[src/design/lpcm_pkg.sv]
`timescale 1ns / 1ps
// ============================================================================
// lpcm_pkg: shared types, constants and functions of the compositor
// Opcodes, register indexes, the stage record that passes from the layer
// select stage to the blend stage, and the RGB555 color math helpers.
// ============================================================================
package lpcm_pkg;

  // Palette geometry.
  localparam int PaletteEntries = 256;
  localparam int PAL_AW         = $clog2(PaletteEntries);

  // Layer layout: bg1..bg4 and sprites; the backdrop is the code past them.
  localparam int PriorityBitsDefault = 4;
  localparam int LAYERS              = 5;
  localparam int PAL_IDX_W           = 8;
  localparam logic [2:0] LAYER_BG1      = 3'd0;
  localparam logic [2:0] LAYER_SPRITE   = 3'd4;
  localparam logic [2:0] LAYER_BACKDROP = 3'd5;

  // Pixel and port widths.
  localparam int COLOR_W    = 15;
  localparam int BRIGHT_W   = 4;
  localparam int PIXEL_W    = COLOR_W + BRIGHT_W;
  localparam int OUT_W      = ((2 * PIXEL_W + 7) / 8) * 8;
  localparam int CFG_IDX_W  = 3;
  localparam int CFG_DATA_W = 15;
  localparam int LINE_W     = 9;
  localparam int TILE_W     = 16;

  // Register bit positions.
  localparam int MC_SUB_OPERAND  = 0;
  localparam int MC_DIRECT       = 1;
  localparam int MC_SUBTRACT     = 2;
  localparam int MC_HALVE        = 3;
  localparam int DC_PSEUDO_HIRES = 0;
  localparam int DC_DISPLAY_OFF  = 1;
  localparam int DC_OVERSCAN     = 2;
  localparam int WIN_MAIN        = 0;
  localparam int WIN_SUB         = 1;

  // Thresholds.
  localparam logic [PAL_IDX_W-1:0] SPRITE_MATH_MIN = 8'd192;
  localparam logic [LINE_W-1:0]    BLANK_LINE      = 9'd225;

  // Background modes with a special meaning.
  localparam logic [2:0] MODE_3 = 3'd3;
  localparam logic [2:0] MODE_4 = 3'd4;
  localparam logic [2:0] MODE_5 = 3'd5;
  localparam logic [2:0] MODE_6 = 3'd6;
  localparam logic [2:0] MODE_7 = 3'd7;

  // Color math masks, widened to the working width of the math.
  localparam logic [16:0] MASK_LSB   = 17'h00421;
  localparam logic [16:0] MASK_MSB   = 17'h08420;
  localparam logic [16:0] MASK_HALVE = 17'h07bde;

  // Opcodes carried in tuser.
  typedef enum logic [1:0] {
    OP_LINE    = 2'd0,
    OP_PIXEL   = 2'd1,
    OP_PALETTE = 2'd2
  } lpcm_op_e;

  // Configuration register indexes.
  typedef enum logic [CFG_IDX_W-1:0] {
    REG_MATH_CONTROL  = 3'd0,
    REG_LAYER_MATH    = 3'd1,
    REG_MATH_COLOR    = 3'd2,
    REG_BG_MODE       = 3'd3,
    REG_DISPLAY_CTRL  = 3'd4,
    REG_BRIGHTNESS    = 3'd5,
    REG_WINDOW_MASK   = 3'd6
  } lpcm_reg_e;

  // What the blend stage does with a beat.
  typedef enum logic [1:0] {
    KIND_LINE  = 2'd0,
    KIND_PIXEL = 2'd1,
    KIND_BLANK = 2'd2
  } lpcm_kind_e;

  // Configuration register file.
  typedef struct packed {
    logic [3:0]         math_control;
    logic [5:0]         layer_math_enable;
    logic [COLOR_W-1:0] math_color;
    logic [2:0]         bg_mode;
    logic [2:0]         display_control;
    logic [BRIGHT_W-1:0] brightness;
    logic [1:0]         window_line_mask;
  } lpcm_cfg_t;

  // Record handed from the select stage to the blend stage.
  typedef struct packed {
    logic               valid;
    lpcm_kind_e         kind;
    logic               main_direct;
    logic [COLOR_W-1:0] main_direct_color;
    logic               main_sub_math;
    logic               main_window;
    logic               sub_direct;
    logic [COLOR_W-1:0] sub_direct_color;
    logic               sub_transparent;
  } lpcm_stage_t;

  // Direct color from a bg1 palette index and its tile word.
  function automatic logic [COLOR_W-1:0] direct_rgb(input logic [PAL_IDX_W-1:0] p,
                                                    input logic [TILE_W-1:0] t);
    return {p[7:6], t[12], 2'b00, p[5:3], t[11], 1'b0, p[2:0], t[10], 1'b0};
  endfunction

  // Saturating RGB555 add or subtract, optionally halved.
  function automatic logic [COLOR_W-1:0] color_math(input logic [COLOR_W-1:0] x,
                                                    input logic [COLOR_W-1:0] y,
                                                    input logic sub_op,
                                                    input logic halve);
    logic [16:0] xx, yy, xy, sum, diff, carry, borrow, res;
    xx     = {2'b00, x};
    yy     = {2'b00, y};
    xy     = xx ^ yy;
    sum    = xx + yy;
    diff   = xx - yy + MASK_MSB;
    carry  = (sum - (xy & MASK_LSB)) & MASK_MSB;
    borrow = (diff - (xy & MASK_MSB)) & MASK_MSB;
    if (!sub_op) begin
      if (!halve) begin
        res = (sum - carry) | (carry - (carry >> 5));
      end else begin
        res = (sum - (xy & MASK_LSB)) >> 1;
      end
    end else begin
      res = (diff - borrow) & (borrow - (borrow >> 5));
      if (halve) begin
        res = (res & MASK_HALVE) >> 1;
      end
    end
    return res[COLOR_W-1:0];
  endfunction

endpackage

[src/design/lpcm_palette.sv]
`timescale 1ns / 1ps
// ============================================================================
// lpcm_palette: 256-entry RGB555 palette memory
// One write port and two registered read ports, one for the main screen
// winner and one for the sub screen winner. Read data holds while disabled.
// ============================================================================
module lpcm_palette import lpcm_pkg::*; (
  input  logic               clk_i,
  input  logic               we_i,
  input  logic [PAL_AW-1:0]  waddr_i,
  input  logic [COLOR_W-1:0] wdata_i,
  input  logic               re_i,
  input  logic [PAL_AW-1:0]  raddr_main_i,
  input  logic [PAL_AW-1:0]  raddr_sub_i,
  output logic [COLOR_W-1:0] rdata_main_o,
  output logic [COLOR_W-1:0] rdata_sub_o
);

  logic [COLOR_W-1:0] mem [PaletteEntries];
  logic [COLOR_W-1:0] rdata_main_q, rdata_sub_q;

  // Write port.
  always_ff @(posedge clk_i) begin
    if (we_i) begin
      mem[waddr_i] <= wdata_i;
    end
  end

  // Two read ports with registered data.
  always_ff @(posedge clk_i) begin
    if (re_i) begin
      rdata_main_q <= mem[raddr_main_i];
      rdata_sub_q  <= mem[raddr_sub_i];
    end
  end

  assign rdata_main_o = rdata_main_q;
  assign rdata_sub_o  = rdata_sub_q;

endmodule

[config.mk]
export PLATFORM = sky130hd
export DESIGN_NAME = lpcm_palette
export DESIGN_NICKNAME = d
export VERILOG_FILES = /design/src/design/lpcm_pkg.sv /design/src/design/lpcm_palette.sv
export SDC_FILE = /design/constraint.sdc
export NUM_CORES = 2
export LEC_CHECK = 0
export BUFFER_PORTS_ARGS = -buffer_cell sky130_fd_sc_hd__buf_2
export CAP_MARGIN = 20
export CORE_MARGIN = 3
export CORE_UTILIZATION = 38
export CTS_CLUSTER_DIAMETER = 100
export DETAILED_ROUTE_END_ITERATION = 8
export PLACE_DENSITY = 0.65
export SYNTH_ARGS = -nofsm -noshare
export SYNTH_HDL_FRONTEND = slang
export SYNTH_SLANG_ARGS = --single-unit
[constraint.sdc]
create_clock -name clk_i -period 2.4 [get_ports clk_i]
set_clock_uncertainty 0.2 [all_clocks]
set_input_delay 0.24 -clock clk_i [delete_from_list [all_inputs] [get_ports clk_i]]
set_output_delay 0.24 -clock clk_i [all_outputs]
set_load 0.03 [all_outputs]
==> summary.txt <==
Place
  – Setup WS pre-CTS: -1.52 ns
  – Port bufs: 71
  – Dpl cells: 16,500
  – Post-DP HPWL: 427,000 um
  – Global placement routability congestion: 0.979

Pwr
  – Power density over the cells: 700 nW/um^2
  – Max VDD drop: 0.629 mV
  – Leakage power total: 71.1 nW
  – Final Power: 154 mW

Synthesis
  – Netlist cell types: 69
  – Synth Cell Area: 178,000 um^2
  – Yosys reg bits: 3,870
  – Synth Warn #: 0
  – Synth async-reset ratio: 0%
  – Top FF cell, synth: edfxtp_1
  – Post-synth top cells: edfxtp_1, mux4_2, a22oi_1, mux2i_1
  – Synth area leader: edfxtp_1
  – Post-Syn Instances: 9,194
  – Number of flops mapped to enable cells by yosys: 3,870
  – Top-count cell post-synth: edfxtp_1
  – Area fraction of the dominant cell type after synthesis: 65.2%
  – Sequential element share of the synthesized area: 65.2%
  – Synth top area cells: edfxtp_1, mux4_2, mux2i_1
  – Syn Area/Cell: 19.4 um^2
  – Mapped Nets: 9,236

Floorplan
  – Die H: 691 um
  – Num ports: 72
  – Die width: 691 um
  – Core Region: 465,000 um^2
  – Num rows: 250
  – Starting Density: 38.3%
  – Die ar.: 477,000 um^2

Worst setup path
  – WS Path Type: reg -> reg
  – CP Data Required Time: 2.96 ns
  – Crit path max fanout: 2
  – Crit path capture type: register
  – Worst endpoint data arrival time: 3.29 ns
  – CP Launch Type: register

Global routing
  – First-pass GRT wire length: 874,000 um
  – Initial antenna violation count: 44
  – Largest net degree at the start of global routing: 100
  – Vias in the first global route: 113,000
  – Total GRT Usage: 25.6%
  – Grt ovf: 0

Layout
  – # nets final: 10,800
  – Non-Filler Instances: 17,300
  – Area growth, synth to finish: 23.5%
  – Layout cells sized above 1: 42.6%

Clock network
  – Bufs on Longest Clock Path: 4
  – Clock Latency Late Sink: 1.05 ns
  – Register clock-pin slew on the reported worst setup and hold paths: 0.06 ns
  – H-tree levels: 5
  – CTS sink cnt: 3,870
  – CTS tree: done
  – Clock root buffer: clkbuf_16
  – Num CTS Buffers: 405

Timing
  – Final max-slew violation count: 0
  – Setup TNS: -3.94 ns
  – Period utilisation layout: 114%
  – Fin. Hold Viols: 0
  – Min Tclk post-route: 2.73 ns
  – Max-Slew Margin vs Limit: 28.6%
  – Fmax: 367 MHz
  – Setup slack after layout: -0.327 ns
  – RSZ-0062 raised after global routing: yes
  – Count of final setup violators: 38
  – Worst-margin pin slew: 1.07 ns

Route
  – Vias: 112,000
  – DRC: 0
  – Post-Route WL: 625,000 um
  – DR vias/cell: 6.47
  – Starting DRT DRC Count: 16,800
  – Drt pass-1 iters: 8
  – Final ANT Viol Nets: 0
  – Wire per inst: 36.1 um

Status
  – Status: finished, violations left
  – Failing checks: negative setup slack

Hold path
  – Min-Delay Path Class: in -> reg

Job
  – Total of max-cap violations: 0
cell type report:
class,instances,area (um^2)
Fill cell,37700,245000
Sequential cell,3870,116000
Multi-Input combinational cell,4544,60900
Timing Repair Buffer,1962,21800
Clock buffer,482,10500
Tap cell,6174,7720
Clock inverter,254,2800
Antenna cell,21,52.6
Inverter,4,15.0
power by group:
part	switching (mW)	internal (mW)
clock	27.5	35.8
combinational	9.28	6.58
sequential	0.330	74.6
sequential cells by signal, summed over array words and instances (netlist names):
name,flops
rdata_sub_o,15
mem,3840
rdata_main_o,15
final timing paths:
| check | start | to | slack (ns) | depth (start not counted) |
|---|---|---|---|---|
| max reg2reg | mem[47][4] | rdata_sub_o[4] | -0.33 | 8 |
| min | waddr_i[6] | mem[26][12] | 0.08 | 5 |
| max | mem[47][4] | rdata_sub_o[4] | -0.33 | 8 |
| min reg2reg | mem[11][14] | rdata_sub_o[14] | 0.82 | 5 |
critical path: stages, from the launching register on:
cell and delay (ns):
edfxtp_1 0.41, mux4_2 0.51, o22a_1 0.19, o211ai_1 0.23, buf_4 0.21, a311oi_4 0.15, a211oi_2 0.27, buf_4 0.21
nor4_2 0.06
timing repair:
item                                    in CTS  in global routing
hold buffers                                31                  0
setup buffers                               16                  3
endpoints found under the setup margin      47                 42
gates resized for setup                    483                168
endpoints found under the hold margin     4617                  0
pin swaps                                  144                 88
metrics by stage:
stage	instance area (um^2)	hold WS (ns)	util [%]
finish	220000	0.0796	47.3
global route	220000	0.0796	47.3
CTS	219000	0.0213	47.1
detailed placement	203000	0.414	43.7
global placement	203000	0.402	43.7
floorplan	178000	0.139	-
layout by cell type (no fill, tap or decap), drive strengths merged, types with 21 or more instances in the layout:
| cell | netlist | layout |
|---|---|---|
| a211oi | 64 | 64 |
| a21oi | 282 | 282 |
| a221oi | 118 | 118 |
| a22o | 60 | 60 |
| a22oi | 620 | 620 |
| a31oi | 30 | 30 |
| buf | 463 | 1928 |
| bufinv | 0 | 41 |
| clkbuf | 313 | 485 |
| clkinv | 1 | 180 |
| clkinvlp | 0 | 25 |
| diode | 0 | 21 |
| dlygate4sd3 | 0 | 30 |
| edfxtp | 3870 | 3870 |
| mux2 | 38 | 38 |
| mux2i | 546 | 546 |
| mux4 | 1608 | 1608 |
| nand2 | 161 | 161 |
| nand3 | 35 | 35 |
| nor2 | 313 | 313 |
| nor2b | 26 | 26 |
| nor3 | 64 | 64 |
| nor4 | 85 | 85 |
| o21ai | 54 | 54 |
| o221ai | 128 | 128 |
| o22ai | 136 | 136 |
| o2bb2ai | 28 | 28 |
per-layer routing:
metal / share of wire (%) / GRT usage, % / vias up / wire (um)
met2: 46 / 39.7 / 8248 / 287000
met4: 6.7 / 14.3 / 18 / 41600
met5: 0.019 / 0 / - / 120
li1: - / - / 43400 / -
met3: 13 / 6.73 / 1469 / 79900
met1: 35 / 32.9 / 58900 / 216000
kinds of logic after synthesis:
family	count (synthesis)	share of synthesized area (%)
flip-flops	3870	65.2
multiplexers	2192	23.7
AO/OA/AOI/OAI	1596	6.42
buffers and inverters	780	2.66
AND/OR/NAND/NOR	756	1.96
Power figures use the tool's default switching activity.
