<file path="config.mk">
export PLATFORM = sky130hd
export DESIGN_NAME = lpcm_select
export DESIGN_NICKNAME = d
export VERILOG_FILES = /design/src/design/lpcm_pkg.sv /design/src/design/lpcm_select.sv
export SDC_FILE = /design/constraint.sdc
export NUM_CORES = 1
export LEC_CHECK = 0
export ABC_AREA = 0
export BUFFER_PORTS_ARGS = -buffer_cell sky130_fd_sc_hd__buf_2
export CAP_MARGIN = 20
export CORE_MARGIN = 2
export CORE_UTILIZATION = 30
export DETAILED_ROUTE_END_ITERATION = 10
export GPL_ROUTABILITY_DRIVEN = 0
export PLACE_DENSITY_LB_ADDON = 0.2
export SETUP_SLACK_MARGIN = 0.1
export SYNTH_ARGS = -nofsm -noshare
export SYNTH_HDL_FRONTEND = slang
export SYNTH_SLANG_ARGS = --single-unit
</file>
<file path="constraint.sdc">
create_clock -name clk_i -period 13.1 [get_ports clk_i]
set_clock_uncertainty 0.1 [all_clocks]
set_input_delay 2.62 -clock clk_i [delete_from_list [all_inputs] [get_ports clk_i]]
set_output_delay 2.62 -clock clk_i [all_outputs]
set_load 0.05 [all_outputs]
</file>
<file path="src/design/lpcm_pkg.sv">
`timescale 1ns / 1ps
// ============================================================================
// lpcm_pkg: shared types, constants and functions of the compositor
// Opcodes, register indexes, the stage record that passes from the layer
// select stage to the blend stage, and the RGB555 color math helpers.
// ============================================================================
package lpcm_pkg;

  // Palette geometry.
  localparam int PaletteEntries = 256;
  localparam int PAL_AW         = $clog2(PaletteEntries);

  // Layer layout: bg1..bg4 and sprites; the backdrop is the code past them.
  localparam int PriorityBitsDefault = 4;
  localparam int LAYERS              = 5;
  localparam int PAL_IDX_W           = 8;
  localparam logic [2:0] LAYER_BG1      = 3'd0;
  localparam logic [2:0] LAYER_SPRITE   = 3'd4;
  localparam logic [2:0] LAYER_BACKDROP = 3'd5;

  // Pixel and port widths.
  localparam int COLOR_W    = 15;
  localparam int BRIGHT_W   = 4;
  localparam int PIXEL_W    = COLOR_W + BRIGHT_W;
  localparam int OUT_W      = ((2 * PIXEL_W + 7) / 8) * 8;
  localparam int CFG_IDX_W  = 3;
  localparam int CFG_DATA_W = 15;
  localparam int LINE_W     = 9;
  localparam int TILE_W     = 16;

  // Register bit positions.
  localparam int MC_SUB_OPERAND  = 0;
  localparam int MC_DIRECT       = 1;
  localparam int MC_SUBTRACT     = 2;
  localparam int MC_HALVE        = 3;
  localparam int DC_PSEUDO_HIRES = 0;
  localparam int DC_DISPLAY_OFF  = 1;
  localparam int DC_OVERSCAN     = 2;
  localparam int WIN_MAIN        = 0;
  localparam int WIN_SUB         = 1;

  // Thresholds.
  localparam logic [PAL_IDX_W-1:0] SPRITE_MATH_MIN = 8'd192;
  localparam logic [LINE_W-1:0]    BLANK_LINE      = 9'd225;

  // Background modes with a special meaning.
  localparam logic [2:0] MODE_3 = 3'd3;
  localparam logic [2:0] MODE_4 = 3'd4;
  localparam logic [2:0] MODE_5 = 3'd5;
  localparam logic [2:0] MODE_6 = 3'd6;
  localparam logic [2:0] MODE_7 = 3'd7;

  // Color math masks, widened to the working width of the math.
  localparam logic [16:0] MASK_LSB   = 17'h00421;
  localparam logic [16:0] MASK_MSB   = 17'h08420;
  localparam logic [16:0] MASK_HALVE = 17'h07bde;

  // Opcodes carried in tuser.
  typedef enum logic [1:0] {
    OP_LINE    = 2'd0,
    OP_PIXEL   = 2'd1,
    OP_PALETTE = 2'd2
  } lpcm_op_e;

  // Configuration register indexes.
  typedef enum logic [CFG_IDX_W-1:0] {
    REG_MATH_CONTROL  = 3'd0,
    REG_LAYER_MATH    = 3'd1,
    REG_MATH_COLOR    = 3'd2,
    REG_BG_MODE       = 3'd3,
    REG_DISPLAY_CTRL  = 3'd4,
    REG_BRIGHTNESS    = 3'd5,
    REG_WINDOW_MASK   = 3'd6
  } lpcm_reg_e;

  // What the blend stage does with a beat.
  typedef enum logic [1:0] {
    KIND_LINE  = 2'd0,
    KIND_PIXEL = 2'd1,
    KIND_BLANK = 2'd2
  } lpcm_kind_e;

  // Configuration register file.
  typedef struct packed {
    logic [3:0]         math_control;
    logic [5:0]         layer_math_enable;
    logic [COLOR_W-1:0] math_color;
    logic [2:0]         bg_mode;
    logic [2:0]         display_control;
    logic [BRIGHT_W-1:0] brightness;
    logic [1:0]         window_line_mask;
  } lpcm_cfg_t;

  // Record handed from the select stage to the blend stage.
  typedef struct packed {
    logic               valid;
    lpcm_kind_e         kind;
    logic               main_direct;
    logic [COLOR_W-1:0] main_direct_color;
    logic               main_sub_math;
    logic               main_window;
    logic               sub_direct;
    logic [COLOR_W-1:0] sub_direct_color;
    logic               sub_transparent;
  } lpcm_stage_t;

  // Direct color from a bg1 palette index and its tile word.
  function automatic logic [COLOR_W-1:0] direct_rgb(input logic [PAL_IDX_W-1:0] p,
                                                    input logic [TILE_W-1:0] t);
    return {p[7:6], t[12], 2'b00, p[5:3], t[11], 1'b0, p[2:0], t[10], 1'b0};
  endfunction

  // Saturating RGB555 add or subtract, optionally halved.
  function automatic logic [COLOR_W-1:0] color_math(input logic [COLOR_W-1:0] x,
                                                    input logic [COLOR_W-1:0] y,
                                                    input logic sub_op,
                                                    input logic halve);
    logic [16:0] xx, yy, xy, sum, diff, carry, borrow, res;
    xx     = {2'b00, x};
    yy     = {2'b00, y};
    xy     = xx ^ yy;
    sum    = xx + yy;
    diff   = xx - yy + MASK_MSB;
    carry  = (sum - (xy & MASK_LSB)) & MASK_MSB;
    borrow = (diff - (xy & MASK_MSB)) & MASK_MSB;
    if (!sub_op) begin
      if (!halve) begin
        res = (sum - carry) | (carry - (carry >> 5));
      end else begin
        res = (sum - (xy & MASK_LSB)) >> 1;
      end
    end else begin
      res = (diff - borrow) & (borrow - (borrow >> 5));
      if (halve) begin
        res = (res & MASK_HALVE) >> 1;
      end
    end
    return res[COLOR_W-1:0];
  endfunction

endpackage

</file>
<file path="src/design/lpcm_select.sv">
`timescale 1ns / 1ps
// ============================================================================
// lpcm_select: layer priority select stage
// Picks the winning layer of each screen, forms the palette read addresses
// and the direct colors, and registers the stage record for the blend stage.
// ============================================================================
module lpcm_select import lpcm_pkg::*; #(
  parameter int PriorityBits = PriorityBitsDefault,
  localparam int PriW = LAYERS * PriorityBits
) (
  input  logic                         clk_i,
  input  logic                         rst_ni,
  input  logic                         adv_i,
  input  logic                         accept_i,
  input  logic [1:0]                   opcode_i,
  input  logic [LINE_W-1:0]            line_i,
  input  logic [PriW-1:0]              main_priorities_i,
  input  logic [LAYERS*PAL_IDX_W-1:0]  main_palettes_i,
  input  logic [PriW-1:0]              sub_priorities_i,
  input  logic [LAYERS*PAL_IDX_W-1:0]  sub_palettes_i,
  input  logic [TILE_W-1:0]            main_tile_i,
  input  logic [TILE_W-1:0]            sub_tile_i,
  input  logic [1:0]                   window_flags_i,
  input  lpcm_cfg_t                    cfg_i,
  output logic [PAL_AW-1:0]            raddr_main_o,
  output logic [PAL_AW-1:0]            raddr_sub_o,
  output lpcm_stage_t                  stage_o
);

  // Highest nonzero priority wins; ties go to the earlier layer.
  function automatic logic [2:0] pick(input logic [PriW-1:0] pri);
    logic [PriorityBits-1:0] best;
    logic [2:0]              win;
    best = '0;
    win  = LAYER_BACKDROP;
    for (int k = 0; k < LAYERS; k++) begin
      if (pri[k*PriorityBits +: PriorityBits] > best) begin
        best = pri[k*PriorityBits +: PriorityBits];
        win  = 3'(k);
      end
    end
    return win;
  endfunction

  // Palette index of the winner; the backdrop is entry zero.
  function automatic logic [PAL_IDX_W-1:0] index_of(input logic [LAYERS*PAL_IDX_W-1:0] pal,
                                                    input logic [2:0] win);
    logic [PAL_IDX_W-1:0] idx;
    idx = '0;
    for (int k = 0; k < LAYERS; k++) begin
      if (win == 3'(k)) begin
        idx = pal[k*PAL_IDX_W +: PAL_IDX_W];
      end
    end
    return idx;
  endfunction

  logic [2:0]           main_win, sub_win;
  logic [PAL_IDX_W-1:0] main_idx, sub_idx;
  logic                 direct_on, blank, main_sub_math;
  lpcm_stage_t          stage_d, stage_q;

  assign main_win  = pick(main_priorities_i);
  assign sub_win   = pick(sub_priorities_i);
  assign main_idx  = index_of(main_palettes_i, main_win);
  assign sub_idx   = index_of(sub_palettes_i, sub_win);
  assign direct_on = cfg_i.math_control[MC_DIRECT] &&
                     (cfg_i.bg_mode == MODE_3 || cfg_i.bg_mode == MODE_4 ||
                      cfg_i.bg_mode == MODE_7);
  assign blank     = cfg_i.display_control[DC_DISPLAY_OFF] ||
                     (!cfg_i.display_control[DC_OVERSCAN] && line_i >= BLANK_LINE);

  // Line start reads the backdrop entry on the main port.
  assign raddr_main_o = (opcode_i == OP_LINE) ? '0 : PAL_AW'(main_idx);
  assign raddr_sub_o  = PAL_AW'(sub_idx);

  // Color math enable of the main screen winner.
  always_comb begin
    if (main_win == LAYER_BACKDROP) begin
      main_sub_math = cfg_i.layer_math_enable[LAYER_BACKDROP];
    end else if (main_win == LAYER_SPRITE) begin
      main_sub_math = cfg_i.layer_math_enable[LAYER_SPRITE] && (main_idx >= SPRITE_MATH_MIN);
    end else begin
      main_sub_math = cfg_i.layer_math_enable[main_win];
    end
  end

  // Stage record.
  always_comb begin
    stage_d.valid = accept_i &&
                    (opcode_i == OP_LINE || (opcode_i == OP_PIXEL && line_i != '0));
    if (opcode_i == OP_LINE) begin
      stage_d.kind = KIND_LINE;
    end else if (blank) begin
      stage_d.kind = KIND_BLANK;
    end else begin
      stage_d.kind = KIND_PIXEL;
    end
    stage_d.main_direct       = direct_on && (main_win == LAYER_BG1);
    stage_d.main_direct_color = direct_rgb(main_idx, main_tile_i);
    stage_d.main_sub_math     = main_sub_math && window_flags_i[WIN_SUB];
    stage_d.main_window       = window_flags_i[WIN_MAIN];
    stage_d.sub_direct        = direct_on && (sub_win == LAYER_BG1);
    stage_d.sub_direct_color  = direct_rgb(sub_idx, sub_tile_i);
    stage_d.sub_transparent   = (sub_win == LAYER_BACKDROP);
  end

  // The stage moves together with the palette read.
  always_ff @(posedge clk_i or negedge rst_ni) begin
    if (!rst_ni) begin
      stage_q <= '0;
    end else if (adv_i) begin
      stage_q <= stage_d;
    end
  end

  assign stage_o = stage_q;

endmodule

</file>
==> results by group <==
Clock tree
  – Reg clk slew, reported paths: 0.06 ns
  – CTS Buffer Depth: 2
  – Htree depth: 2
  – Skew-Pair Late Insertion Delay: 0.27 ns
  – Clk sinks: 30
  – Root Buffer: clkbuf_8
  – CTS tree: done
  – Inserted Clock Buffers: 5

Critical path
  – R2R Path End: stage_o[18]$_DFFE_PN0P_
  – R2R cell count: 3
  – CP max stage cell: o21ai_1
  – Critical Path Stages: 30
  – Required @ worst endpoint: 10.38 ns
  – Critical Path Source: sub_priorities_i[1]
  – Worst setup EP type: output port
  – Cell mode on critical path: o21a_1
  – Maximum fanout along the worst path: 15
  – Top Family by Delay on Critical Path: compound AO/OA/AOI/OAI gates
  – Worst Setup EP: raddr_sub_o[7]
  – WP data arrival: 9.65 ns
  – Worst path bufs/invs: 3
  – CP peak stage delay: 0.50 ns
  – Setup CP Type: primary input to output port
  – R2R setup slack: 12.22 ns
  – Crit path launch type: primary input
  – R2R Path Start: stage_o[18]$_DFFE_PN0P_

Logic synthesis
  – Simple-gate share of the synthesized area: 0.181
  – Multiplexer area fraction after synthesis: 0.120
  – Post-synthesis cell count: 395
  – Synthesis Warnings: 0
  – Sequential area share after synthesis: 0.236
  – Main combinational cell family by area after synthesis: compound AO/OA/AOI/OAI gates
  – Ys async rst share: 1.00
  – Syn Area/Cell: 8.05 µm²
  – Synth Area in Compound Gates: 0.244
  – Commonest register cell after synthesis: dfrtp_1
  – Flops & latches, synth: 30
  – Xor and xnor area share after synthesis: 0.00551
  – Syn Std Cell Area: 3180 µm²
  – Synth unique cells: 43
  – EDFF count, synth: 0
  – Post-Synth Adder-Cell Area: 0.118

Detailed routing
  – Routed len/inst: 15.0 µm
  – First drt pass iteration count: 4
  – Post-route ant nets: 0
  – Vias: 3640
  – Routed WL: 10.7 mm
  – DR iter-0 viols: 254
  – Via density: 5.09
  – Residual DRC count: 0

Pwr
  – Clock power frac: 0.094
  – Gate power share: 0.740
  – PD cells: 192 nW/µm²
  – Sw Ratio: 0.583
  – Int Pwr: 344 µW
  – Switching pwr: 481 µW
  – Maximum vdd drop: 109 µV
  – Leak Pwr: 2.18 nW
  – Pwr Total: 825 µW
  – Sequential power share: 0.166

STA
  – Fin crit share: 0.944
  – RSZ-0062 raised after global routing: false
  – Setup tns final: 0 ns
  – Rel. slew slack: 0.456
  – Worst Tran Pin Value: 0.817 ns
  – FMAX: 0.0809 GHz
  – Finish-stage setup viols: 0
  – Final hold viol count: 0
  – Max-slew violation count: 0
  – Final worst slack: 0.733 ns
  – Fin crit period: 12.37 ns

Global routing
  – First-pass GRT wire length: 16.4 mm
  – Vias in the first global route: 3549
  – GR Overflow Total: 0
  – Largest net degree at the start of global routing: 41
  – GRT Total Usage: 0.179
  – Initial antenna violation count: 0

Layout
  – Most frequent cells in the layout: buf_2, nor2_1, nand2_1
  – Max reg flops: 30
  – # fillers: 1101
  – Nets: 814
  – ANT cells: 0
  – Synthesis-to-finish area growth: 35.1%
  – Final Cell Area: 4300 µm²
  – Share of cells above drive strength 1: 0.416
  – Most common cell after layout, fill and taps aside: buf_2

Die
  – Initial cell density of the core: 0.308
  – Die ar.: 11400 µm²
  – Row count: 37
  – Core Area: 10300 µm²
  – Ports: 260
  – Die H: 107 µm
  – Die X: 107 µm

Placed design
  – IO Port Bufs: 200
  – DP Area: 4200 µm²
  – Detailed Place HPWL: 9.05 mm
  – Dpl ws: 0.638 ns

Run
  – Max-Cap Viols: 0

Hold path
  – Hold Path Stages: 1
  – Worst hold path class: flop to flop

Status
  – Status: finished, final reports clean
cells in the mapped netlist, types with 3 or more instances:
cell,count,share of area
o21ai_1,5,0.0079
nor2_1,45,0.053
buf_4,18,0.042
dfrtp_1,30,0.24
nor3_1,9,0.014
a21oi_1,26,0.041
nand4_1,12,0.024
nand2_1,32,0.038
a222oi_1,10,0.031
nor2b_1,13,0.026
nand3_1,4,0.0063
o22ai_1,7,0.014
mux2i_1,9,0.028
o31a_1,3,0.0083
ha_1,30,0.12
o21a_1,19,0.045
clkbuf_1,14,0.017
a31oi_1,14,0.028
o21ai_0,18,0.028
inv_1,26,0.031
mux2_2,24,0.085
power groups by stage:
stage / registers, mW / logic, mW / clock network (mW)
after floorplan: 0.242 / 0.378 / 0
after global placement: 0.137 / 0.604 / 0
after detailed placement: 0.139 / 0.611 / 0
after CTS: 0.137 / 0.611 / 0.0807
after global routing: 0.140 / 0.653 / 0.0854
final: 0.137 / 0.610 / 0.0776
stage by stage:
stage / cells / hold slack, ns / utilization
finish: 715 / 0.401 / 0.416
global route: 715 / 0.421 / 0.416
CTS: 715 / 0.405 / 0.416
detailed placement: 707 / 0.390 / 0.407
global placement: 707 / 0.386 / 0.407
floorplan: 402 / 0.648 / -
final cells by class:
class,instances,area (µm²),share of cell area
flip-flops and latches,30,751,0.175
clock inverters,2,12.5,0.00291
multi-input cells,312,2160,0.502
well taps,136,170,0.0396
inverters,26,97.6,0.0227
repair buffers,203,1020,0.238
clock buffers,6,82.6,0.0192
per-layer routing:
layer | vias to the layer above | GRT usage | share of wire
li1 | 1793 | - | -
met1 | 1670 | 0.203 | 0.41
met2 | 163 | 0.344 | 0.50
met3 | 14 | 0.0322 | 0.078
met4 | 0 | 0.0427 | 0.013
met5 | - | 0 | 0
worst min path at each step:
stage                       startpoint                 endpoint  slack (ns)
2_1_floorplan  stage_o[16]$_DFFE_PN0P_  stage_o[16]$_DFFE_PN0P_        0.65
3_3_place_gp    stage_o[4]$_DFFE_PN0P_   stage_o[4]$_DFFE_PN0P_        0.39
3_5_place_dp   stage_o[13]$_DFFE_PN0P_  stage_o[13]$_DFFE_PN0P_        0.39
4_1_cts        stage_o[13]$_DFFE_PN0P_  stage_o[13]$_DFFE_PN0P_        0.40
5_1_grt        stage_o[20]$_DFFE_PN0P_  stage_o[20]$_DFFE_PN0P_        0.42
6_report       stage_o[13]$_DFFE_PN0P_  stage_o[13]$_DFFE_PN0P_        0.40
what timing repair did:
| action | CTS | global route |
|---|---|---|
| setup endpoints to repair | 0 | 1 |
| gates resized for setup | 0 | 1 |
| hold buffers | 0 | 0 |
| setup buffers | 0 | 0 |
cell families after synthesis:
family,after synthesis
xor+xnor,2
flops,30
simple gates,123
mux,34
buf+inv,60
other cells,1
compound gates,115
fa+ha+maj,30
Power figures use the tool's default switching activity.
