<file path="src/design/lpcm_pkg.sv">
`timescale 1ns / 1ps
// ============================================================================
// lpcm_pkg: shared types, constants and functions of the compositor
// Opcodes, register indexes, the stage record that passes from the layer
// select stage to the blend stage, and the RGB555 color math helpers.
// ============================================================================
package lpcm_pkg;

  // Palette geometry.
  localparam int PaletteEntries = 256;
  localparam int PAL_AW         = $clog2(PaletteEntries);

  // Layer layout: bg1..bg4 and sprites; the backdrop is the code past them.
  localparam int PriorityBitsDefault = 4;
  localparam int LAYERS              = 5;
  localparam int PAL_IDX_W           = 8;
  localparam logic [2:0] LAYER_BG1      = 3'd0;
  localparam logic [2:0] LAYER_SPRITE   = 3'd4;
  localparam logic [2:0] LAYER_BACKDROP = 3'd5;

  // Pixel and port widths.
  localparam int COLOR_W    = 15;
  localparam int BRIGHT_W   = 4;
  localparam int PIXEL_W    = COLOR_W + BRIGHT_W;
  localparam int OUT_W      = ((2 * PIXEL_W + 7) / 8) * 8;
  localparam int CFG_IDX_W  = 3;
  localparam int CFG_DATA_W = 15;
  localparam int LINE_W     = 9;
  localparam int TILE_W     = 16;

  // Register bit positions.
  localparam int MC_SUB_OPERAND  = 0;
  localparam int MC_DIRECT       = 1;
  localparam int MC_SUBTRACT     = 2;
  localparam int MC_HALVE        = 3;
  localparam int DC_PSEUDO_HIRES = 0;
  localparam int DC_DISPLAY_OFF  = 1;
  localparam int DC_OVERSCAN     = 2;
  localparam int WIN_MAIN        = 0;
  localparam int WIN_SUB         = 1;

  // Thresholds.
  localparam logic [PAL_IDX_W-1:0] SPRITE_MATH_MIN = 8'd192;
  localparam logic [LINE_W-1:0]    BLANK_LINE      = 9'd225;

  // Background modes with a special meaning.
  localparam logic [2:0] MODE_3 = 3'd3;
  localparam logic [2:0] MODE_4 = 3'd4;
  localparam logic [2:0] MODE_5 = 3'd5;
  localparam logic [2:0] MODE_6 = 3'd6;
  localparam logic [2:0] MODE_7 = 3'd7;

  // Color math masks, widened to the working width of the math.
  localparam logic [16:0] MASK_LSB   = 17'h00421;
  localparam logic [16:0] MASK_MSB   = 17'h08420;
  localparam logic [16:0] MASK_HALVE = 17'h07bde;

  // Opcodes carried in tuser.
  typedef enum logic [1:0] {
    OP_LINE    = 2'd0,
    OP_PIXEL   = 2'd1,
    OP_PALETTE = 2'd2
  } lpcm_op_e;

  // Configuration register indexes.
  typedef enum logic [CFG_IDX_W-1:0] {
    REG_MATH_CONTROL  = 3'd0,
    REG_LAYER_MATH    = 3'd1,
    REG_MATH_COLOR    = 3'd2,
    REG_BG_MODE       = 3'd3,
    REG_DISPLAY_CTRL  = 3'd4,
    REG_BRIGHTNESS    = 3'd5,
    REG_WINDOW_MASK   = 3'd6
  } lpcm_reg_e;

  // What the blend stage does with a beat.
  typedef enum logic [1:0] {
    KIND_LINE  = 2'd0,
    KIND_PIXEL = 2'd1,
    KIND_BLANK = 2'd2
  } lpcm_kind_e;

  // Configuration register file.
  typedef struct packed {
    logic [3:0]         math_control;
    logic [5:0]         layer_math_enable;
    logic [COLOR_W-1:0] math_color;
    logic [2:0]         bg_mode;
    logic [2:0]         display_control;
    logic [BRIGHT_W-1:0] brightness;
    logic [1:0]         window_line_mask;
  } lpcm_cfg_t;

  // Record handed from the select stage to the blend stage.
  typedef struct packed {
    logic               valid;
    lpcm_kind_e         kind;
    logic               main_direct;
    logic [COLOR_W-1:0] main_direct_color;
    logic               main_sub_math;
    logic               main_window;
    logic               sub_direct;
    logic [COLOR_W-1:0] sub_direct_color;
    logic               sub_transparent;
  } lpcm_stage_t;

  // Direct color from a bg1 palette index and its tile word.
  function automatic logic [COLOR_W-1:0] direct_rgb(input logic [PAL_IDX_W-1:0] p,
                                                    input logic [TILE_W-1:0] t);
    return {p[7:6], t[12], 2'b00, p[5:3], t[11], 1'b0, p[2:0], t[10], 1'b0};
  endfunction

  // Saturating RGB555 add or subtract, optionally halved.
  function automatic logic [COLOR_W-1:0] color_math(input logic [COLOR_W-1:0] x,
                                                    input logic [COLOR_W-1:0] y,
                                                    input logic sub_op,
                                                    input logic halve);
    logic [16:0] xx, yy, xy, sum, diff, carry, borrow, res;
    xx     = {2'b00, x};
    yy     = {2'b00, y};
    xy     = xx ^ yy;
    sum    = xx + yy;
    diff   = xx - yy + MASK_MSB;
    carry  = (sum - (xy & MASK_LSB)) & MASK_MSB;
    borrow = (diff - (xy & MASK_MSB)) & MASK_MSB;
    if (!sub_op) begin
      if (!halve) begin
        res = (sum - carry) | (carry - (carry >> 5));
      end else begin
        res = (sum - (xy & MASK_LSB)) >> 1;
      end
    end else begin
      res = (diff - borrow) & (borrow - (borrow >> 5));
      if (halve) begin
        res = (res & MASK_HALVE) >> 1;
      end
    end
    return res[COLOR_W-1:0];
  endfunction

endpackage

</file>
<file path="src/design/lpcm_blend.sv">
`timescale 1ns / 1ps
// ============================================================================
// lpcm_blend: color math stage and output register
// Holds the per-line math state, resolves both screen colors from the
// palette data, applies color math and registers the output beat.
// ============================================================================
module lpcm_blend import lpcm_pkg::*; (
  input  logic               clk_i,
  input  logic               rst_ni,
  input  logic               adv_i,
  input  lpcm_stage_t        stage_i,
  input  logic [COLOR_W-1:0] rdata_main_i,
  input  logic [COLOR_W-1:0] rdata_sub_i,
  input  lpcm_cfg_t          cfg_i,
  input  logic               out_ready_i,
  output logic               out_valid_o,
  output logic [PIXEL_W-1:0] first_pixel_o,
  output logic [PIXEL_W-1:0] second_pixel_o
);

  logic [COLOR_W-1:0] main_color_q, main_color_d, sub_color_q, sub_color_d;
  logic               main_math_q, main_math_d, sub_math_q, sub_math_d;
  logic               sub_trans_q, sub_trans_d, use_sub_q, use_sub_d;
  logic               halve_q, halve_d;
  logic               out_valid_q, load;
  logic [PIXEL_W-1:0] first_q, first_d, second_q, second_d;
  logic [COLOR_W-1:0] s_res, m_res;
  logic               hires, fire;

  assign fire  = adv_i && stage_i.valid;
  assign hires = cfg_i.display_control[DC_PSEUDO_HIRES] ||
                 cfg_i.bg_mode == MODE_5 || cfg_i.bg_mode == MODE_6;

  // Screen resolution and color math.
  always_comb begin
    main_color_d = main_color_q;
    sub_color_d  = sub_color_q;
    main_math_d  = main_math_q;
    sub_math_d   = sub_math_q;
    sub_trans_d  = sub_trans_q;
    use_sub_d    = use_sub_q;
    halve_d      = halve_q;
    s_res        = '0;
    m_res        = '0;
    load         = 1'b0;
    if (fire) begin
      unique case (stage_i.kind)
        KIND_LINE: begin
          main_color_d = rdata_main_i;
          sub_color_d  = rdata_main_i;
          main_math_d  = !cfg_i.window_line_mask[WIN_MAIN];
          sub_math_d   = !cfg_i.window_line_mask[WIN_SUB] &&
                         cfg_i.layer_math_enable[LAYER_BACKDROP];
          sub_trans_d  = 1'b1;
          use_sub_d    = 1'b0;
          halve_d      = cfg_i.math_control[MC_HALVE] &&
                         !cfg_i.math_control[MC_SUB_OPERAND] &&
                         !cfg_i.window_line_mask[WIN_MAIN];
        end
        KIND_BLANK: begin
          load = 1'b1;
        end
        KIND_PIXEL: begin
          load = 1'b1;
          // Sub screen first, against the math state left by the last pixel or line start.
          sub_color_d = stage_i.sub_direct ? stage_i.sub_direct_color : rdata_sub_i;
          sub_trans_d = stage_i.sub_transparent;
          if (!sub_math_q) begin
            s_res = main_math_q ? sub_color_d : '0;
          end else begin
            s_res = color_math(main_math_q ? sub_color_d : '0,
                               use_sub_q ? main_color_q : cfg_i.math_color,
                               cfg_i.math_control[MC_SUBTRACT], halve_q);
          end
          // Main screen next.
          main_color_d = stage_i.main_direct ? stage_i.main_direct_color : rdata_main_i;
          sub_math_d   = stage_i.main_sub_math;
          main_math_d  = stage_i.main_window;
          if (!sub_math_d) begin
            m_res = main_math_d ? main_color_d : '0;
          end else begin
            if (cfg_i.math_control[MC_SUB_OPERAND] && sub_trans_d) begin
              use_sub_d = 1'b0;
              halve_d   = 1'b0;
            end else begin
              use_sub_d = cfg_i.math_control[MC_SUB_OPERAND];
              halve_d   = cfg_i.math_control[MC_HALVE] && main_math_d;
            end
            m_res = color_math(main_math_d ? main_color_d : '0,
                               use_sub_d ? sub_color_d : cfg_i.math_color,
                               cfg_i.math_control[MC_SUBTRACT], halve_d);
          end
        end
        default: begin
          load = 1'b0;
        end
      endcase
    end
    first_d  = {cfg_i.brightness, hires ? s_res : m_res};
    second_d = {cfg_i.brightness, m_res};
  end

  // Math state.
  always_ff @(posedge clk_i or negedge rst_ni) begin
    if (!rst_ni) begin
      main_color_q <= '0;
      sub_color_q  <= '0;
      main_math_q  <= 1'b0;
      sub_math_q   <= 1'b0;
      sub_trans_q  <= 1'b1;
      use_sub_q    <= 1'b0;
      halve_q      <= 1'b0;
    end else begin
      main_color_q <= main_color_d;
      sub_color_q  <= sub_color_d;
      main_math_q  <= main_math_d;
      sub_math_q   <= sub_math_d;
      sub_trans_q  <= sub_trans_d;
      use_sub_q    <= use_sub_d;
      halve_q      <= halve_d;
    end
  end

  // Output register valid.
  always_ff @(posedge clk_i or negedge rst_ni) begin
    if (!rst_ni) begin
      out_valid_q <= 1'b0;
    end else if (load) begin
      out_valid_q <= 1'b1;
    end else if (out_ready_i) begin
      out_valid_q <= 1'b0;
    end
  end

  // Output register payload.
  always_ff @(posedge clk_i) begin
    if (load) begin
      first_q  <= first_d;
      second_q <= second_d;
    end
  end

  assign out_valid_o    = out_valid_q;
  assign first_pixel_o  = first_q;
  assign second_pixel_o = second_q;

endmodule

</file>
<file path="config.mk">
export PLATFORM = sky130hd
export DESIGN_NAME = lpcm_blend
export DESIGN_NICKNAME = d
export VERILOG_FILES = /design/src/design/lpcm_pkg.sv /design/src/design/lpcm_blend.sv
export SDC_FILE = /design/constraint.sdc
export NUM_CORES = 1
export LEC_CHECK = 0
export ABC_AREA = 1
export BUFFER_PORTS_ARGS = -buffer_cell sky130_fd_sc_hd__buf_2
export CAP_MARGIN = 30
export CORE_MARGIN = 1
export CORE_UTILIZATION = 50
export DETAILED_ROUTE_END_ITERATION = 16
export MAX_ROUTING_LAYER = met4
export PLACE_DENSITY = 0.82
export RECOVER_POWER = 100
export SLEW_MARGIN = 20
export SYNTH_ARGS = -nofsm -noshare
export SYNTH_HDL_FRONTEND = slang
export SYNTH_SLANG_ARGS = --single-unit
</file>
<file path="constraint.sdc">
create_clock -name clk_i -period 7.75 [get_ports clk_i]
set_clock_uncertainty 0.1 [all_clocks]
set_input_delay 1.55 -clock clk_i [delete_from_list [all_inputs] [get_ports clk_i]]
set_output_delay 1.55 -clock clk_i [all_outputs]
set_load 0.05 [all_outputs]
</file>
==> impl_metrics.csv, run 1 <==
group,metric,value,unit
run_status,status,"finished, final reports clean",
cells_and_area,fin_nets,1982,
yosys,synth.net_count,1874,
floorplanning,initial_core_util,0.516,
clock_network,ctsResizeCount,0,
yosys,ys.flop_type,"edfxtp_1",
critical_path,cp_slowest_cell,"a21oi_1",
critical_path,critPathMaxStageDelay,0.49,ns
pwr,power_density,246,nW/um^2
pwr,switching_share,0.576,
yosys,yosys.area.top_type,"nand2_1",
floorplanning,die_area,20900,um^2
critical_path,cp.arrival,6.83,ns
yosys,ys_seq_area_frac,0.149,
cells_and_area,antenna_cells,0,
timing,worst_slew_pin_slew,1.41,ns
pwr,p_int,1.15,mW
cells_and_area,final_util,0.562,
pwr,clock_power_share,0.084,
pwr,leakagePower,5.89,nW
timing,hold_viol,0,
yosys,synthDistinctLibCells,58,
timing,max_freq,145,MHz
clock_network,cts_tree,"done",
timing,fin_ws,0.868,ns
clock_network,clockRootBuffer,"clkbuf_16",
global_route,antenna_found_initial,0,
drt,first_pass_iters,6,
global_route,grt_max_degree,38,
timing,finalCritPeriodShare,0.888,
floorplanning,io_pins,148,
critical_path,critPathKind,"input pin to register",
placed_design,dp_slack,0.638,ns
placed_design,gp_congestion,0.971,
floorplanning,die_y,145,um
clock_network,clockBufferDepth,2,
drt,avgViaCountPerCell,5.57,
yosys,synthTopCellsByArea,"nand2_1 (17%), ha_1 (14%), edfxtp_1 (10%)",
critical_path,worst_setup_path_end_kind,"register",
global_route,grt_remaining_overflow,0,
yosys,synth_edf_count,34,
floorplanning,coreArea,19700,um^2
drt,ant_nets,0,
placed_design,numPortBuffers,139,
timing,fin_setup_tns,0,ns
worst_hold_path,hold_path_class,"register to register",
pwr,seqPwrFrac,0.133,
yosys,synth_area_per_cell,6.19,um^2
clock_network,ctsHoldBuffers,0,
pwr,p_switching,1.57,mW
clock_network,clock_sinks,54,
clock_network,htree_num_levels,2,
critical_path,r2r_slack,1.66,ns
yosys,synth_cells,1645,
critical_path,critPathMaxFanout,16,
yosys,ys_seq_elements,54,
timing,holdWs,0.388,ns
drt,detailroute.via_count,11200,
critical_path,start_kind,"input pin",
yosys,synthTopCellsByCount,"nand2_1 (459), inv_1 (212), nor2_1 (146)",
timing,max_slew_margin,0.0632,
global_route,grt_pass1_wl,52900,um
clock_network,clkLatencyLatePin,0.31,ns
critical_path,crit_required,7.70,ns
cells_and_area,drive_gt1_frac,0.128,
cells_and_area,stdcell_area,11100,um^2
floorplanning,die_width,145,um
timing,setup_viol,0,
placed_design,dp_hpwl,29700,um
global_route,first_global_vias,9840,
yosys,synth_warnings,0,
drt,drtIter0Drc,1111,
timing,min_period,6.88,ns
drt,drt_wl_total,34800,um
critical_path,crit_top_cell,"nand2_1",
run,cap_viol_max_count,0,
yosys,netlist_area,10200,um^2
timing,rsz0062_at_grt,"no",
drt,routedWlPerCell,17.2,um
yosys,synth.most_common_cell,"nand2_1",
critical_path,r2r_cells,28,
cells_and_area,syn2layout_area_growth,8.81,%
global_route,grt_use_total,0.346,
clock_network,post_cts_buffers,0,
clock_network,numCtsBuffers,5,
yosys,ys_async_sr_fraction,0.370,
yosys,synth_top_area_share,0.169,
timing,slew_violations,0,
pwr,peakVddDrop,0.000131,V
worst_hold_path,whs_path_depth,2,
drt,post-route-drc-count,0,
clock_network,cts.clk_slew.worst_paths,0.07,ns
floorplanning,fp-row-count,51,
placed_design,placed_cell_area,11000,um^2
pwr,pwr-share-comb,0.783,
-- sequential cells by signal, summed over array words and instances (netlist names) --
register / cells
first_pixel_o: 19
main_color_q: 15
second_pixel_o: 15
halve_q: 1
main_math_q: 1
out_valid_o: 1
sub_math_q: 1
use_sub_q: 1
-- placed cells by master, fill, tap and decap left out, types with 4 or more instances in the layout --
cell	n
a22oi_1	7
nand2_4	5
nand2_2	36
inv_1	213
xnor2_1	11
buf_4	4
dfrtp_1	20
or2_2	4
a211oi_1	5
o22ai_1	8
o211ai_1	8
a21oi_2	6
mux2i_1	16
nand3b_1	8
o21ai_0	94
nand4_1	21
inv_2	14
clkbuf_16	5
edfxtp_1	34
xor2_2	5
xor2_1	26
nand3_1	131
nand3_2	20
fa_1	4
and2_1	4
ha_1	116
a21oi_1	102
nor2_4	5
buf_2	98
o21ai_1	12
clkbuf_1	43
nor2_1	148
nor2_2	11
nor3_1	11
nand2_1	462
-- worst max-delay path, delay by kind of cell --
| kind | cells | cell delay, ns |
|---|---|---|
| compound gates | 4 | 1.06 |
| buf+inv | 5 | 0.82 |
| fa+ha+maj | 3 | 1.15 |
| simple gates | 18 | 2.24 |
-- final timing paths --
path / startpoint / end
max reg2reg: main_math_q / first_pixel_o[13]
max: stage_i[16] / first_pixel_o[13]
max in group asynchronous: rst_ni / main_color_q[2]
min in group asynchronous: rst_ni / main_color_q[0]
min reg2reg: main_color_q[10] / main_color_q[10]
min: main_color_q[10] / main_color_q[10]
-- kinds of logic (layout without fill, tap and decap cells) --
group,Yosys count,after routing,synth area share
AOI/OAI and AO/OA,264,264,0.146
xor gates and xnor gates,44,44,0.0441
adders and majority gates,120,120,0.150
buffers and inverters,276,384,0.109
DFF,54,54,0.149
muxes,16,16,0.0157
and+or+nand+nor,871,871,0.385
-- power groups by stage --
stage	clock network [mW]	registers [mW]	logic (mW)
floorplan	0	0.382	1.59
global placement	0	0.366	2.05
detailed placement	0	0.367	2.08
CTS	0.228	0.361	2.10
global route	0.239	0.366	2.37
finish	0.229	0.362	2.13
-- metrics by stage --
| stage | total power, mW | cells |
|---|---|---|
| final | 2.72 | 2018 |
| after global routing | 2.98 | 2018 |
| after CTS | 2.69 | 2017 |
| after detailed placement | 2.45 | 2010 |
| after global placement | 2.41 | 2010 |
| after floorplan | 1.97 | 1645 |
-- cell type report --
class                   instances  area, um^2
fillers                      2022        8640
well taps                     265         332
multi-input cells            1315        7530
inverters                     232         876
clock inverters                 2        13.8
flip-flops and latches         54        1520
clock buffers                   5         125
repair buffers                145         682
-- routing by layer --
layer	GRT usage	vias up	part of all wire
li1	-	5581	-
met1	0.491	5037	0.47
met2	0.505	573	0.41
met3	0.0589	45	0.096
met4	0.0875	0	0.022
met5	-	-	0
Power figures use the tool's default switching activity.
==> inputs of run 2 (changes only) <==
- HOLD_SLACK_MARGIN: default -> 0.03
- PLACE_DENSITY: 0.82 -> 0.81
==> impl_metrics.csv, run 2 (same netlist as run 1, synthesis figures left out) <==
group,metric,value,unit
run_status,status,"finished, violations left",
run_status,violations,"max-capacitance violations, max-slew violations",
cells_and_area,drive_gt1_frac,0.129,
timing,rsz0062_at_grt,"no",
global_route,antenna_found_initial,1,
floorplanning,die_y,145,um
placed_design,gp_congestion,1.00,
pwr,power,2.73,mW
critical_path,critPathKind,"input pin to register",
timing,finalCritPeriodShare,0.901,
clock_network,cts_tree,"done",
critical_path,worst_setup_path_end_kind,"register",
timing,slew_violations,35,
critical_path,r2r_slack,1.68,ns
global_route,grt_max_degree,38,
timing,holdWs,0.393,ns
placed_design,numPortBuffers,139,
drt,avgViaCountPerCell,5.58,
drt,routedWlPerCell,17.0,um
cells_and_area,fin_nets,1981,
drt,drtIter0Drc,1210,
cells_and_area,final_util,0.563,
global_route,first_global_vias,10000,
worst_hold_path,hold_path_class,"register to register",
clock_network,clockBufferDepth,2,
pwr,power_density,246,nW/um^2
clock_network,clock_sinks,54,
placed_design,dp_hpwl,29100,um
global_route,grt_pass1_wl,52700,um
critical_path,crit_required,7.70,ns
run,cap_viol_max_count,1,
cells_and_area,syn2layout_area_growth,8.96,%
global_route,grt_remaining_overflow,0,
cells_and_area,layout_commonest_cell,"nand2_1",
clock_network,clockRootBuffer,"clkbuf_16",
cells_and_area,multiInputGateArea,7530,um^2
drt,first_pass_iters,5,
clock_network,ctsResizeCount,0,
floorplanning,coreArea,19700,um^2
floorplanning,io_pins,148,
worst_hold_path,whs_path_depth,2,
placed_design,dp_slack,0.642,ns
global_route,gr-usage-met2,0.509,
clock_network,numCtsBuffers,5,
clock_network,htree_num_levels,2,
critical_path,start_kind,"input pin",
critical_path,critPathMaxFanout,21,
drt,drt_wl_total,34300,um
floorplanning,die_width,145,um
clock_network,clkLatencyLatePin,0.31,ns
timing,hold_viol,0,
timing,max_slew_margin,-0.865,
timing,setup_viol,0,
clock_network,post_cts_buffers,0,
global_route,grt_use_total,0.343,
critical_path,critPathMaxStageDelay,0.57,ns
floorplanning,fp-row-count,51,
clock_network,ctsHoldBuffers,0,
cells_and_area,regArea,1520,um^2
cells_and_area,fillCellCount,2005,
pwr,peakVddDrop,0.000133,V
drt,detailroute.via_count,11300,
global_route,grt.busiest_layer,"met2",
timing,fin_setup_tns,0,ns
drt,post-route-drc-count,0,
clock_network,cts.clk_slew.worst_paths,0.07,ns
timing,max_freq,143,MHz
critical_path,cp_slowest_cell,"nand2_1",
timing,fin_ws,0.771,ns
critical_path,cp.arrival,6.93,ns
cells_and_area,final_cell_mix,"nand2_1 (462), inv_1 (212), nor2_1 (147), nand3_1 (132), ha_1 (116)",
floorplanning,initial_core_util,0.516,
global_route,met1_usage,0.498,
global_route,gr-usage-met3,0.0411,
timing,worst_slew_pin_slew,2.79,ns
floorplanning,die_area,20900,um^2
critical_path,r2r_cells,28,
drt,ant_nets,0,
pwr,leakagePower,5.90,nW
timing,min_period,6.98,ns
cells_and_area,largest_reg_flops,19,
## run 2: area by class of cell
| cell class | count | area share |
|---|---|---|
| sequential | 54 | 0.137 |
| tap | 265 | 0.0299 |
| inverter | 232 | 0.0789 |
| clock inverter | 3 | 0.00259 |
| multi-input combinational | 1315 | 0.679 |
| timing repair buffer | 144 | 0.0610 |
| clock buffer | 5 | 0.0113 |
| antenna | 1 | 0.000226 |
## run 2: worst paths after layout
kind                                   from           endpoint
max                              stage_i[0]  first_pixel_o[11]
min                        main_color_q[13]   main_color_q[13]
max reg2reg                     main_math_q  first_pixel_o[11]
min reg2reg                main_color_q[13]   main_color_q[13]
max in group asynchronous            rst_ni    main_color_q[0]
min in group asynchronous            rst_ni    main_color_q[4]
## run 2: power by group
group	leakage, nW	internal, mW	switching [mW]	total [mW]
Combinational	5.28	0.704	1.43	2.13
Sequential	0.546	0.336	0.0259	0.361
Clock	0.0763	0.124	0.116	0.241
## run 2: stage by stage
stage,instances,cell area (um^2)
after floorplan,1645,10200
after global placement,2010,11000
after detailed placement,2010,11000
after CTS,2018,11200
after global routing,2019,11100
final,2019,11100
## run 2: per-layer routing
metal / vias to the layer above / share of wire
met5: - / 0
met4: 0 / 0.015
met3: 35 / 0.092
met2: 572 / 0.42
met1: 5065 / 0.47
li1: 5585 / -
## run 2: worst max-delay path, delay by kind of cell
kind	cells	cell delay [ns]
AND/OR/NAND/NOR	18	2.45
adder cells (fa/ha/maj)	3	0.99
AO/OA/AOI/OAI	4	0.87
buffers and inverters	6	0.79
XOR/XNOR	1	0.28
